==> src/sv/single_linkage_merge_engine_defines.svh <==
// Assertion macros for the single-linkage merge engine.
// Included by the top level; no other dependencies.
`ifndef SINGLE_LINKAGE_MERGE_ENGINE_DEFINES_SVH
`define SINGLE_LINKAGE_MERGE_ENGINE_DEFINES_SVH

// Same-cycle property, checked outside reset.
`define SLME_ASSERT(name, clk, rstn, prop, msg) \
    name: assert property (@(posedge clk) disable iff (!rstn) (prop)) else $error(msg);

// Antecedent this cycle implies consequent next cycle.
`define SLME_ASSERT_NEXT(name, clk, rstn, ante, cons, msg) \
    name: assert property (@(posedge clk) disable iff (!rstn) (ante) |=> (cons)) \
        else $error(msg);

`endif

==> src/sv/slme_pkg.sv <==
// Shared types and constants of the single-linkage merge engine.
// No dependencies.
`default_nettype none

package slme_pkg;

    localparam int NODE_W   = 11;
    localparam int POINT_W  = 10;
    localparam int WEIGHT_W = 63;

    localparam logic OP_EDGE  = 1'b0;
    localparam logic OP_CLEAR = 1'b1;

    typedef struct packed {
        logic [NODE_W-1:0]   left_node;
        logic [NODE_W-1:0]   right_node;
        logic [NODE_W-1:0]   node_id;
        logic [NODE_W-1:0]   merged_size;
        logic [WEIGHT_W-1:0] merge_weight;
        logic                all_joined;
    } merge_rec_t;

    typedef struct packed {
        logic busy;
        logic clearing;
    } ctrl_stat_t;

endpackage

`default_nettype wire

==> src/sv/slme_out.sv <==
// Output register of the merge engine: holds one merge record until the
// consumer takes it. Uses slme_pkg.
`default_nettype none

module slme_out
    import slme_pkg::*;
(
    input  wire logic       clk,
    input  wire logic       rst_n,
    input  wire logic       push,
    input  wire merge_rec_t rec_in,
    output logic            free,
    input  wire logic       merge_stall,
    output logic            merge_valid,
    output merge_rec_t      rec_out
);

    logic       valid_reg, valid_next;
    merge_rec_t rec_reg;

    assign free = !valid_reg || !merge_stall;

    always_comb
    begin
        if (push)
        begin
            valid_next = 1'b1;
        end
        else if (!merge_stall)
        begin
            valid_next = 1'b0;
        end
        else
        begin
            valid_next = valid_reg;
        end
    end

    always_ff @(posedge clk or negedge rst_n)
    begin
        if (!rst_n)
        begin
            valid_reg <= 1'b0;
        end
        else
        begin
            valid_reg <= valid_next;
        end
    end

    always_ff @(posedge clk)
    begin
        if (push)
        begin
            rec_reg <= rec_in;
        end
    end

    assign merge_valid = valid_reg;
    assign rec_out     = rec_reg;

endmodule

`default_nettype wire

==> config.mk <==
export PLATFORM = sky130hd
export DESIGN_NAME = slme_out
export DESIGN_NICKNAME = d
export VERILOG_FILES = /design/src/sv/single_linkage_merge_engine_defines.svh /design/src/sv/slme_pkg.sv /design/src/sv/slme_out.sv
export SDC_FILE = /design/constraint.sdc
export NUM_CORES = 1
export LEC_CHECK = 0
export BUFFER_PORTS_ARGS = -buffer_cell sky130_fd_sc_hd__buf_4
export CAP_MARGIN = 25
export CORE_ASPECT_RATIO = 1.75
export CORE_MARGIN = 1.5
export CORE_UTILIZATION = 35
export DETAILED_ROUTE_END_ITERATION = 7
export PLACE_DENSITY_LB_ADDON = 0.15
export SLEW_MARGIN = 20
export SYNTH_ARGS = -nofsm -noshare
export SYNTH_HDL_FRONTEND = slang
export SYNTH_SLANG_ARGS = --single-unit
==> constraint.sdc <==
create_clock -name clk -period 0.8 [get_ports clk]
set_input_delay 0.08 -clock clk [delete_from_list [all_inputs] [get_ports clk]]
set_output_delay 0.08 -clock clk [all_outputs]
set_load 0.02 [all_outputs]
==> results of run 1 <==
## cells by family after synthesis
logic type      Yosys count
simple gates              1
compound gates            1
flops                   109
## through the flow
| step | cells | area [um2] | TNS (ps) | worst slack, ps |
|---|---|---|---|---|
| after detailed placement | 458 | 5180 | -588 | -17.9 |
| after floorplan | 111 | 3280 | 0 | 67.2 |
| after global placement | 458 | 5180 | -322 | -11.1 |
==> reports/results.tsv, run 1 <==
stage	metric	value	unit
synth	synth_top_family_by_area	compound AO/OA/AOI/OAI gates	
synth	synth_compound_area_frac	0.00229	
die	dieWidth	76.2	um
synth	synthAdderAreaFrac	0	
synth	syn-cell-area	3280	um2
place	hpwlAfterDp	5960	um
synth	synth-simple-area-share	0.00114	
synth	ys_seq_area_frac	0.997	
clock_tree	root_buffer	clkbuf_16	
clock_tree	numCtsBuffers	9	
clock_tree	h-tree-depth	3	
synth	synthTopCellsByCount	edfxtp_1 (108), a21o_1 (1), dfrtp_1 (1), nand2_1 (1)	
die	rows	46	
place	place_congestion	0.744	
synth	yosys.cell_types.count	4	
die	initial_utilization	0.361	
synth	syn_avg_cell_area	29.5	um2
synth	synthArstFlopShare	0.00917	
synth	synth-seq-cells	109	
synth	synth-xor-area-share	0	
place	portBuffers	221	
synth	syn-num-nets	223	
clock_tree	post_cts_resize_count	99	
clock_tree	clk_path_buf_depth	2	
synth	syn_inst	111	
synth	yosys.cell_count.top_type	edfxtp_1	
clock_tree	post_cts_buffers	1	
synth	ys.flop_type	edfxtp_1	
die	ios	222	
die	die_h	131	um
clock_tree	ctsHoldBuffers	101	
synth	ys_warn_count	0	
clock_tree	cts.sinks	109	
synth	yosys.area.top_type_share	0.989	
synth	synthMuxAreaShare	0	
synth	synth_enable_flop_cells	108	
synth	synth_area_leaders	edfxtp_1 (99%), dfrtp_1 (0.76%), a21o_1 (0.23%)	
synth	yosysTopAreaCell	edfxtp_1	
status	lastStage	4_1_cts	
status	error	[ERROR RSZ-0060] Max buffer count reached.	
status	outcome	stopped before the end	
==> run 2: changes to the inputs <==
--- a/config.mk
+++ b/config.mk
@@ -7,9 +7,8 @@
 export LEC_CHECK = 0
 export BUFFER_PORTS_ARGS = -buffer_cell sky130_fd_sc_hd__buf_4
 export CAP_MARGIN = 25
-export CORE_ASPECT_RATIO = 1.75
 export CORE_MARGIN = 1.5
-export CORE_UTILIZATION = 35
+export CORE_UTILIZATION = 20
 export DETAILED_ROUTE_END_ITERATION = 7
 export PLACE_DENSITY_LB_ADDON = 0.15
 export SLEW_MARGIN = 20
==> constraint.sdc (replaced) <==
create_clock -name clk -period 1 [get_ports clk]
set_input_delay 0.1 -clock clk [delete_from_list [all_inputs] [get_ports clk]]
set_output_delay 0.1 -clock clk [all_outputs]
set_load 0.02 [all_outputs]
==> run 2 against run 1 <==
The flow now finishes, with violations (negative setup slack). Synthesized cell count unchanged. Area after synthesis unchanged.
==> reports/results.tsv, run 2 <==
stage	metric	value	unit	change
layout	layout-drive-gt1-share	0.517		
routing	drt_iter0_markers	45		
synth	yosysTopAreaCell	edfxtp_1		
synth	synthArstFlopShare	0.00917		unchanged
layout	multi_input_area	11.3	um2	
setup_path	cp-start-kind	register		
global_route	antenna_found_initial	0		
sta	setup-violations-final	6		
sta	slew_viol_final	0		
status	failed_checks	negative setup slack		
setup_path	reg2reg_slack	350	ps	
layout	area_growth	116	%	
sta	fin_crit_sh	1.05		
layout	finalInstanceArea	7070	um2	
setup_path	crit_family	flip-flops		
synth	syn-cell-area	3280	um2	unchanged
pwr	ir_worst_vdd	0.000747	V	
layout	diodes	0		
die	core-area	15900	um2	
global_route	grt_usage	0.107		
sta	tightest_slew	207	ps	
routing	routed_via_density	3.64		
layout	largest_reg_flops	108		
run	drv_cap	0		
min_path	min_path_type	in2async		
die	ios	222		unchanged
synth	ys_warn_count	0		unchanged
place	hpwlAfterDp	6780	um	+14%
clock_tree	root_buffer	clkbuf_16		
place	post-place-ws	131	ps	+149 ps
layout	final_cell_mix	buf_4 (120), dlygate4sd3_1 (110), edfxtp_1 (108)		
setup_path	cpMaxStageDelayCell	dfrtp_1		
clock_tree	numCtsBuffers	9		unchanged
layout	final_common_cell	buf_4		
setup_path	endpoint_kind	primary output		
die	rows	46		unchanged
die	dieWidth	131	um	+72%
routing	drc_errors	0		
place	dp_cells	554		+21%
sta	finalHoldViolations	0		
clock_tree	cts_tree	done		
setup_path	slowest_delay	400	ps	
setup_path	cp.required	900	ps	
synth	synth_area_leaders	edfxtp_1 (99%), dfrtp_1 (0.76%), a21o_1 (0.23%)		
routing	dr.pass1.iters	4		
layout	seqCellArea	3270	um2	
setup_path	critPathBufInv	1		
synth	synth_enable_flop_cells	108		unchanged
global_route	grt_pass1_vias	2521		
synth	yosys.cell_types.count	4		unchanged
sta	max_slew_margin	0.862		
layout	stdcell_count	680		
global_route	grt_pass1_wl	13400	um	
clock_tree	clkLatencyLatePin	340	ps	
clock_tree	path_clk_slew	70	ps	
routing	routed_wl	10000	um	
clock_tree	h-tree-depth	3		unchanged
synth	syn_avg_cell_area	29.5	um2	unchanged
synth	ys.flop_type	edfxtp_1		
setup_path	path_cells	nand2_1, buf_6		
place	placed_area	5290	um2	+2.1%
sta	finalCriticalPeriod	1050	ps	
setup_path	crit_fanout	3		
synth	ys_seq_area_frac	0.997		unchanged
layout	nNetsFinal	571		
layout	num-fill-cells	1425		
pwr	leakagePower	2.90	nW	
sta	finalWorstSetupSlack	-45.4	ps	
synth	yosys.cell_count.top_type	edfxtp_1		
die	die_area	17200	um2	
setup_path	worst-setup-path-type	reg2out		
routing	antenna_left	0		
place	portBuffers	221		unchanged
status	outcome	complete, but fails checks		
synth	syn-num-nets	223		unchanged
die	die_h	131	um	unchanged
synth	synth-seq-cells	109		unchanged
place	place_congestion	0.660		-11%
clock_tree	post_cts_buffers	0		-1
die	initial_utilization	0.206		-0.155
routing	vias	2473		
synth	yosys.area.top_type_share	0.989		unchanged
pwr	p_per_area	1580	nW/um2	
routing	wire_per_inst	14.7	um	
global_route	grt_overflow	0		
sta	finalClockSkew	0	ps	
global_route	grt_max_degree	37		
synth	synthTopCellsByCount	edfxtp_1 (108), a21o_1 (1), dfrtp_1 (1), nand2_1 (1)		
clock_tree	cts.sinks	109		unchanged
sta	max_freq	957	MHz	
setup_path	arrival	950	ps	
sta	rsz0062_at_grt	yes		
synth	syn_inst	111		unchanged
clock_tree	clk_path_buf_depth	2		unchanged
==> run 2: cell counts after synthesis <==
Identical to the previous run, type by type.
==> run 2: path summary, 6_finish.rpt <==
path / start / end / depth (start not counted)
max: merge_valid / free / 2
min: rst_n / merge_valid / 2
max reg2reg: merge_valid / merge_valid / 1
min reg2reg: merge_valid / merge_valid / 1
max in group asynchronous: rst_n / merge_valid / 2
min in group clk: push / rec_out[95] / 1
==> run 2: report_power, final <==
part,switching (mW),internal [mW]
Clock,1.59,1.94
Sequential,0.163,5.43
Combinational,0.846,1.20
Total,2.60,8.56
==> run 2: area by class of cell <==
cell class,instances,share of cell area
multi-input cells,2,0.00159
repair buffers,337,0.457
flip-flops and latches,109,0.462
clock buffers,10,0.0324
well taps,216,0.0382
clock inverters,6,0.00867
==> run 2: stage by stage <==
step / utilization / power, mW / TNS [ps] / hold slack, ps
finish: 0.444 / 11.2 / -67.2 / 50.7
global route: 0.444 / 11.6 / -2180 / 40.3
CTS: 0.434 / 11.3 / -692 / -50.4
detailed placement: 0.332 / 7.13 / 0 / -123
global placement: 0.332 / 7.12 / 0 / -123
floorplan: - / 6.10 / 0 / -196
==> run 2: timing repair <==
item	in CTS	in global routing
gates cloned	0	0
hold buffers	109	1
endpoints found under the setup margin	65	106
endpoints found under the hold margin	110	1
resized for setup	64	40
==> run 2: cell families after synthesis <==
kind of cell    Yosys count  synth area share
flops                   109             0.997
simple gates              1           0.00114
compound gates            1           0.00229
==> run 2: per-layer routing <==
layer	vias to the layer above	wire (um)	track usage
met2	125	5110	0.186
met5	-	0	0
met4	0	191	0.0621
li1	1147	-	-
met1	1191	3870	0.122
met3	10	831	0.0252
(Power assumes the default switching activity.)
