File: src/sv/single_linkage_merge_engine_defines.svh
// Assertion macros for the single-linkage merge engine.
// Included by the top level; no other dependencies.
`ifndef SINGLE_LINKAGE_MERGE_ENGINE_DEFINES_SVH
`define SINGLE_LINKAGE_MERGE_ENGINE_DEFINES_SVH

// Same-cycle property, checked outside reset.
`define SLME_ASSERT(name, clk, rstn, prop, msg) \
    name: assert property (@(posedge clk) disable iff (!rstn) (prop)) else $error(msg);

// Antecedent this cycle implies consequent next cycle.
`define SLME_ASSERT_NEXT(name, clk, rstn, ante, cons, msg) \
    name: assert property (@(posedge clk) disable iff (!rstn) (ante) |=> (cons)) \
        else $error(msg);

`endif

File: src/sv/slme_pkg.sv
// Shared types and constants of the single-linkage merge engine.
// No dependencies.
`default_nettype none

package slme_pkg;

    localparam int NODE_W   = 11;
    localparam int POINT_W  = 10;
    localparam int WEIGHT_W = 63;

    localparam logic OP_EDGE  = 1'b0;
    localparam logic OP_CLEAR = 1'b1;

    typedef struct packed {
        logic [NODE_W-1:0]   left_node;
        logic [NODE_W-1:0]   right_node;
        logic [NODE_W-1:0]   node_id;
        logic [NODE_W-1:0]   merged_size;
        logic [WEIGHT_W-1:0] merge_weight;
        logic                all_joined;
    } merge_rec_t;

    typedef struct packed {
        logic busy;
        logic clearing;
    } ctrl_stat_t;

endpackage

`default_nettype wire

File: src/sv/slme_ctrl.sv
// Sequencer of the merge engine: clearing sweep, root walks with path
// halving, cluster info reads and merge writeback. Uses slme_pkg.
`default_nettype none

module slme_ctrl
    import slme_pkg::*;
#(
    parameter int MAX_POINTS = 1024,
    parameter int IW         = 10,
    parameter int INFO_W     = 2 * 11 + 10
) (
    input  wire logic                clk,
    input  wire logic                rst_n,
    // config
    input  wire logic                cfg_valid,
    input  wire logic [NODE_W-1:0]   cfg_point_count,
    // edge channel payload
    input  wire logic                edge_valid,
    input  wire logic                opcode,
    input  wire logic [POINT_W-1:0]  point_a,
    input  wire logic [POINT_W-1:0]  point_b,
    input  wire logic [WEIGHT_W-1:0] edge_weight,
    output ctrl_stat_t               stat,
    // parent memory
    output logic                     par_we,
    output logic [IW-1:0]            par_waddr,
    output logic [IW-1:0]            par_wdata,
    output logic                     par_re,
    output logic [IW-1:0]            par_raddr,
    input  wire logic [IW-1:0]       par_rdata,
    // cluster info memory {size, node, minimum point}
    output logic                     inf_we,
    output logic [IW-1:0]            inf_waddr,
    output logic [INFO_W-1:0]        inf_wdata,
    output logic                     inf_re,
    output logic [IW-1:0]            inf_raddr,
    input  wire logic [INFO_W-1:0]   inf_rdata,
    // result push
    input  wire logic                out_free,
    output logic                     push,
    output merge_rec_t               rec
);

    typedef enum logic [2:0] {
        S_CLEAR,
        S_IDLE,
        S_FIND_P,
        S_FIND_GP,
        S_INFO_A,
        S_INFO_B,
        S_MERGE
    } state_t;

    localparam logic [IW-1:0] LAST_IDX = IW'(MAX_POINTS - 1);

    state_t              state_reg, state_next;
    logic [IW-1:0]       clr_cnt_reg, clr_cnt_next;
    logic [NODE_W-1:0]   merge_count_reg, merge_count_next;
    logic [NODE_W-1:0]   point_count_reg, point_count_next;
    logic                find_b_reg, find_b_next;

    logic [IW-1:0]       x_reg, x_next;
    logic [IW-1:0]       p_reg, p_next;
    logic [IW-1:0]       b_idx_reg, b_idx_next;
    logic [IW-1:0]       ra_reg, ra_next;
    logic [IW-1:0]       rb_reg, rb_next;
    logic [INFO_W-1:0]   info_a_reg, info_a_next;
    logic [INFO_W-1:0]   info_b_reg, info_b_next;
    logic [WEIGHT_W-1:0] weight_reg, weight_next;

    logic [31:0]         a_wide, b_wide, clr_wide;
    logic [IW-1:0]       a_idx, b_idx;
    logic                out_of_range;
    logic                root_found;
    logic [IW-1:0]       root;

    logic [NODE_W-1:0]   size_a, size_b, node_a, node_b;
    logic [IW-1:0]       min_a, min_b;
    logic [NODE_W-1:0]   sum_size, new_id, mc_inc;
    logic [IW-1:0]       keep_root, drop_root, new_min;

    assign a_wide   = 32'(point_a);
    assign b_wide   = 32'(point_b);
    assign clr_wide = 32'(clr_cnt_reg);
    assign a_idx    = a_wide[IW-1:0];
    assign b_idx    = b_wide[IW-1:0];

    assign out_of_range = (NODE_W'(point_a) >= point_count_reg)
                       || (NODE_W'(point_b) >= point_count_reg)
                       || (a_wide >= 32'(MAX_POINTS))
                       || (b_wide >= 32'(MAX_POINTS));

    // merge arithmetic from the two latched info words
    assign size_a = info_a_reg[INFO_W-1 -: NODE_W];
    assign size_b = info_b_reg[INFO_W-1 -: NODE_W];
    assign node_a = info_a_reg[IW +: NODE_W];
    assign node_b = info_b_reg[IW +: NODE_W];
    assign min_a  = info_a_reg[IW-1:0];
    assign min_b  = info_b_reg[IW-1:0];

    assign sum_size  = size_a + size_b;
    assign new_id    = point_count_reg + merge_count_reg;
    assign mc_inc    = merge_count_reg + NODE_W'(1);
    assign keep_root = (size_a < size_b) ? rb_reg : ra_reg;
    assign drop_root = (size_a < size_b) ? ra_reg : rb_reg;
    assign new_min   = (min_a < min_b) ? min_a : min_b;

    always_comb
    begin
        state_next       = state_reg;
        clr_cnt_next     = clr_cnt_reg;
        merge_count_next = merge_count_reg;
        point_count_next = point_count_reg;
        find_b_next      = find_b_reg;
        x_next           = x_reg;
        p_next           = p_reg;
        b_idx_next       = b_idx_reg;
        ra_next          = ra_reg;
        rb_next          = rb_reg;
        info_a_next      = info_a_reg;
        info_b_next      = info_b_reg;
        weight_next      = weight_reg;

        par_we    = 1'b0;
        par_waddr = x_reg;
        par_wdata = par_rdata;
        par_re    = 1'b0;
        par_raddr = x_reg;
        inf_we    = 1'b0;
        inf_waddr = keep_root;
        inf_wdata = {sum_size, new_id, new_min};
        inf_re    = 1'b0;
        inf_raddr = ra_reg;
        push      = 1'b0;
        root_found = 1'b0;
        root       = x_reg;

        rec.left_node    = (min_a > min_b) ? node_b : node_a;
        rec.right_node   = (min_a > min_b) ? node_a : node_b;
        rec.node_id      = new_id;
        rec.merged_size  = sum_size;
        rec.merge_weight = weight_reg;
        rec.all_joined   = (mc_inc == (point_count_reg - NODE_W'(1)))
                        && (point_count_reg != '0);

        if (cfg_valid)
        begin
            point_count_next = cfg_point_count;
        end

        unique case (state_reg)
            S_CLEAR:
            begin
                par_we    = 1'b1;
                par_waddr = clr_cnt_reg;
                par_wdata = clr_cnt_reg;
                inf_we    = 1'b1;
                inf_waddr = clr_cnt_reg;
                inf_wdata = {NODE_W'(1), clr_wide[NODE_W-1:0], clr_cnt_reg};
                if (clr_cnt_reg == LAST_IDX)
                begin
                    state_next = S_IDLE;
                end
                else
                begin
                    clr_cnt_next = clr_cnt_reg + IW'(1);
                end
            end

            S_IDLE:
            begin
                if (edge_valid)
                begin
                    weight_next = edge_weight;
                    b_idx_next  = b_idx;
                    x_next      = a_idx;
                    find_b_next = 1'b0;
                    if (opcode == OP_CLEAR)
                    begin
                        state_next       = S_CLEAR;
                        clr_cnt_next     = '0;
                        merge_count_next = '0;
                    end
                    else if (!out_of_range)
                    begin
                        par_re     = 1'b1;
                        par_raddr  = a_idx;
                        state_next = S_FIND_P;
                    end
                end
            end

            S_FIND_P:
            begin
                if (par_rdata == x_reg)
                begin
                    root_found = 1'b1;
                    root       = x_reg;
                end
                else
                begin
                    p_next     = par_rdata;
                    par_re     = 1'b1;
                    par_raddr  = par_rdata;
                    state_next = S_FIND_GP;
                end
            end

            S_FIND_GP:
            begin
                if (par_rdata == p_reg)
                begin
                    // parent is a root
                    root_found = 1'b1;
                    root       = p_reg;
                end
                else
                begin
                    // halve: link x to its grandparent and step there
                    par_we     = 1'b1;
                    par_waddr  = x_reg;
                    par_wdata  = par_rdata;
                    x_next     = par_rdata;
                    par_re     = 1'b1;
                    par_raddr  = par_rdata;
                    state_next = S_FIND_P;
                end
            end

            S_INFO_A:
            begin
                info_a_next = inf_rdata;
                inf_re      = 1'b1;
                inf_raddr   = rb_reg;
                state_next  = S_INFO_B;
            end

            S_INFO_B:
            begin
                info_b_next = inf_rdata;
                state_next  = S_MERGE;
            end

            S_MERGE:
            begin
                if (out_free)
                begin
                    par_we           = 1'b1;
                    par_waddr        = drop_root;
                    par_wdata        = keep_root;
                    inf_we           = 1'b1;
                    inf_waddr        = keep_root;
                    push             = 1'b1;
                    merge_count_next = mc_inc;
                    state_next       = S_IDLE;
                end
            end

            default:
            begin
                state_next = S_IDLE;
            end
        endcase

        if (root_found)
        begin
            if (!find_b_reg)
            begin
                ra_next     = root;
                find_b_next = 1'b1;
                x_next      = b_idx_reg;
                par_re      = 1'b1;
                par_raddr   = b_idx_reg;
                state_next  = S_FIND_P;
            end
            else if (root == ra_reg)
            begin
                state_next = S_IDLE;
            end
            else
            begin
                rb_next    = root;
                inf_re     = 1'b1;
                inf_raddr  = ra_reg;
                state_next = S_INFO_A;
            end
        end
    end

    always_ff @(posedge clk or negedge rst_n)
    begin
        if (!rst_n)
        begin
            state_reg       <= S_CLEAR;
            clr_cnt_reg     <= '0;
            merge_count_reg <= '0;
            point_count_reg <= '0;
            find_b_reg      <= 1'b0;
        end
        else
        begin
            state_reg       <= state_next;
            clr_cnt_reg     <= clr_cnt_next;
            merge_count_reg <= merge_count_next;
            point_count_reg <= point_count_next;
            find_b_reg      <= find_b_next;
        end
    end

    always_ff @(posedge clk)
    begin
        x_reg      <= x_next;
        p_reg      <= p_next;
        b_idx_reg  <= b_idx_next;
        ra_reg     <= ra_next;
        rb_reg     <= rb_next;
        info_a_reg <= info_a_next;
        info_b_reg <= info_b_next;
        weight_reg <= weight_next;
    end

    assign stat.busy     = (state_reg != S_IDLE);
    assign stat.clearing = (state_reg == S_CLEAR);

endmodule

`default_nettype wire

File: config.mk
export PLATFORM = sky130hd
export DESIGN_NAME = slme_ctrl
export DESIGN_NICKNAME = d
export VERILOG_FILES = /design/src/sv/single_linkage_merge_engine_defines.svh /design/src/sv/slme_pkg.sv /design/src/sv/slme_ctrl.sv
export SDC_FILE = /design/constraint.sdc
export NUM_CORES = 1
export LEC_CHECK = 0
export BUFFER_PORTS_ARGS = -buffer_cell sky130_fd_sc_hd__buf_4
export CORE_ASPECT_RATIO = 1.75
export CORE_UTILIZATION = 55
export CTS_BUF_LIST = sky130_fd_sc_hd__clkbuf_8
export DETAILED_ROUTE_END_ITERATION = 8
export PLACE_DENSITY = 0.84
export RECOVER_POWER = 25
export SLEW_MARGIN = 30
export SYNTH_ARGS = -nofsm -noshare
export SYNTH_HDL_FRONTEND = slang
export SYNTH_SLANG_ARGS = --single-unit
File: constraint.sdc
create_clock -name clk -period 5.6 [get_ports clk]
set_clock_uncertainty 0.15 [all_clocks]
set_input_delay 0.56 -clock clk [delete_from_list [all_inputs] [get_ports clk]]
set_output_delay 0.56 -clock clk [all_outputs]
set_load 0.005 [all_outputs]
==> impl_metrics.json <==
{
  "outcome": "finished with violations",
  "violations": "max-capacitance violations, max-slew violations",
  "crit_arrival_ns": 4.03,
  "grt_pass1_wl_mm": 63.7,
  "cpMostUsedCell": "buf_4",
  "cp_data_required_time_ns": 4.89,
  "cp_top_family": "compound AO/OA/AOI/OAI gates",
  "power_per_cell_area_nw_per_um2": 360,
  "worst-slew-pin-transition_ns": 2.08,
  "numPortBuffers": 338,
  "slew_headroom_pct": -38.4,
  "yosysSeqAreaShare_pct": 51.1,
  "overflow": 0,
  "first_global_vias": 11600,
  "p_leak_nw": 6.98,
  "critPathLaunchType": "register",
  "critPathBufInv": 3,
  "synth_enable_flop_cells": 167,
  "p_total_mw": 5.88,
  "rsz0062_at_grt": "false",
  "drive_gt1_share_pct": 26.9,
  "htreeDepth": 1,
  "synthFlopType": "edfxtp_1",
  "dpl_cell_area_um2": 14800,
  "setup_viol_count_final": 0,
  "grt_use_total_pct": 38.0,
  "clock_sinks": 213,
  "fmax_ghz": 0.211,
  "dieHeight_um": 197,
  "tns_ns": 0,
  "synth_area_um2": 12000,
  "cts_root_buf": "clkbuf_8",
  "path_class": "reg2out",
  "path_clk_slew_ns": 0.07,
  "syn_inst": 1108,
  "cp-startpoint": "point_count_reg[4]",
  "syn-mean-instance-area_um2": 10.8,
  "period_share_pct": 84.6,
  "gp_congestion": 0.956,
  "cap_violations": 1,
  "viasPerCell": 5.89,
  "cts_tree": "built",
  "numCtsBuffers": 31,
  "diodes": 0,
  "dieArea_um2": 22400,
  "post-dp-hpwl_mm": 29.7,
  "slowest_delay_ns": 0.48,
  "met3_usage_pct": 8.96,
  "wirelength_mm": 42.5,
  "critPathSlowestCell": "a2111oi_1",
  "min_from": "cfg_point_count[8]",
  "cts_setup_buffers": 0,
  "synth-seq-cells": 213,
  "synthArstFlopShare_pct": 16.9,
  "synth_cell_types": 65,
  "area_delta_synth_final_pct": 36.8,
  "nNetsFinal": 1748,
  "synth_nets": 1317,
  "peakVddDrop_uv": 305,
  "dpl_worst_slack_ns": 1.59,
  "maxSlewViolCount": 37,
  "grt_util_met1_pct": 37.8,
  "worst_r2r_startpoint": "state_reg[2]",
  "met2_usage_pct": 70.5,
  "setup_slack_ns": 0.864,
  "drcViolationCount": 0,
  "post_drt_wl_per_cell_um": 22.9,
  "grt_max_degree": 52,
  "crit_fanout": 11,
  "clk_path_buf_depth": 3,
  "pin_count": 339,
  "hold_viol": 0,
  "start_util_pct": 55.9,
  "drt_iter0_markers": 1031,
  "fin_crit_ns": 4.74,
  "drtPass1Iterations": 7,
  "busiest_layer": "met2",
  "vias": 10900,
  "hold_path.class": "in2reg",
  "clkLatencyLatePin_ns": 0.62,
  "final_cell_mix": "249 x buf_4, 167 x edfxtp_1, 108 x dlygate4sd3_1",
  "largest_reg_flops": 63,
  "antenna_found_initial": 0,
  "final_common_cell": "buf_4",
  "path_cells": "inv_1 > ha_1 > a21o_1 > a211oi_1 > o21ai_0 > a2111oi_1 > buf_4 > and2_1 > a31oi_1 > a21oi_1 > buf_4",
  "stdcell_area_um2": 16400,
  "endpoint_kind": "output pin",
  "whs_ns": 0.0245,
  "rows": 71,
  "antenna_left": 0,
  "die_x_um": 113,
  "core_um2": 21400,
  "ys_warn_count": 0
}
[power breakdown]
group / internal [mW] / switching (mW)
Sequential: 1.94 / 0.286
Combinational: 1.07 / 1.27
Clock: 0.661 / 0.655
Total: 3.67 / 2.21
[tightest hold or removal path, stage by stage]
cell and delay [ns]:
buf_4 0.08, nand2_1 0.04, o21ai_0 0.06
[per-stage QoR]
stage / utilization, % / instances
finish: 76.4 / 1856
global route: 76.4 / 1856
CTS: 77.0 / 1856
detailed placement: 69.0 / 1690
global placement: 69.0 / 1690
floorplan: - / 1108
[cell type report]
type	count	area [um^2]
fill	1362	5040
tap	292	365
inverter	62	233
timing repair buffer	463	3620
clock buffer	31	427
multi-input combinational	768	5400
clock inverter	27	200
sequential	213	6120
[synth_stat cells, types with 7 or more instances]
cell type | count | area (um^2)
clkbuf_1 | 50 | 188
nand2b_1 | 7 | 43.8
a211oi_1 | 8 | 60.1
inv_1 | 61 | 229
nand2_1 | 97 | 364
nor3_1 | 7 | 35.0
nand3_1 | 18 | 90.1
dfxtp_1 | 10 | 200
o22ai_1 | 11 | 68.8
nand4_1 | 12 | 75.1
xnor2_1 | 61 | 534
a221oi_1 | 9 | 78.8
mux2i_1 | 32 | 320
nor2_1 | 68 | 255
a21oi_1 | 102 | 510
xor2_1 | 23 | 201
o21ai_0 | 65 | 325
and2_1 | 16 | 100
buf_2 | 10 | 50.1
edfxtp_1 | 167 | 5010
a21o_1 | 12 | 90.1
a31oi_1 | 23 | 144
nor2b_1 | 10 | 62.6
dfrtp_1 | 36 | 901
mux2_2 | 41 | 462
a222oi_1 | 11 | 110
ha_1 | 65 | 813
o31ai_1 | 7 | 52.6
[worst paths after layout]
check,endpoint,slack [ns],depth (start not counted)
worst min register to register,merge_count_reg[10],0.37,1
worst max-delay path,par_raddr[6],0.86,11
worst max register to register,ra_reg[5],1.78,7
min in group asynchronous,merge_count_reg[10],0.95,2
max in group asynchronous,clr_cnt_reg[9],3.15,2
worst min-delay path,point_count_reg[8],0.02,3
[per-layer routing]
| layer | vias to the layer above | part of all wire [%] |
|---|---|---|
| met2 | 649 | 52 |
| li1 | 4925 | - |
| met3 | 156 | 8.6 |
| met4 | 0 | 6.1 |
| met5 | - | 0 |
| met1 | 5195 | 33 |
[kinds of logic after synthesis]
kind of cell | share of synthesized area, %
muxes | 6.54
adders and majority gates | 7.13
xor gates and xnor gates | 6.34
buffers and inverters | 4.10
and+or+nand+nor | 10.5
AOI/OAI and AO/OA | 14.3
DFF | 51.1
[what timing repair did]
action	CTS	global route
hold buffers	108	0
resized for setup	0	0
endpoints found under the hold margin	175	0
No activity file was read; power rests on OpenSTA's default activity.
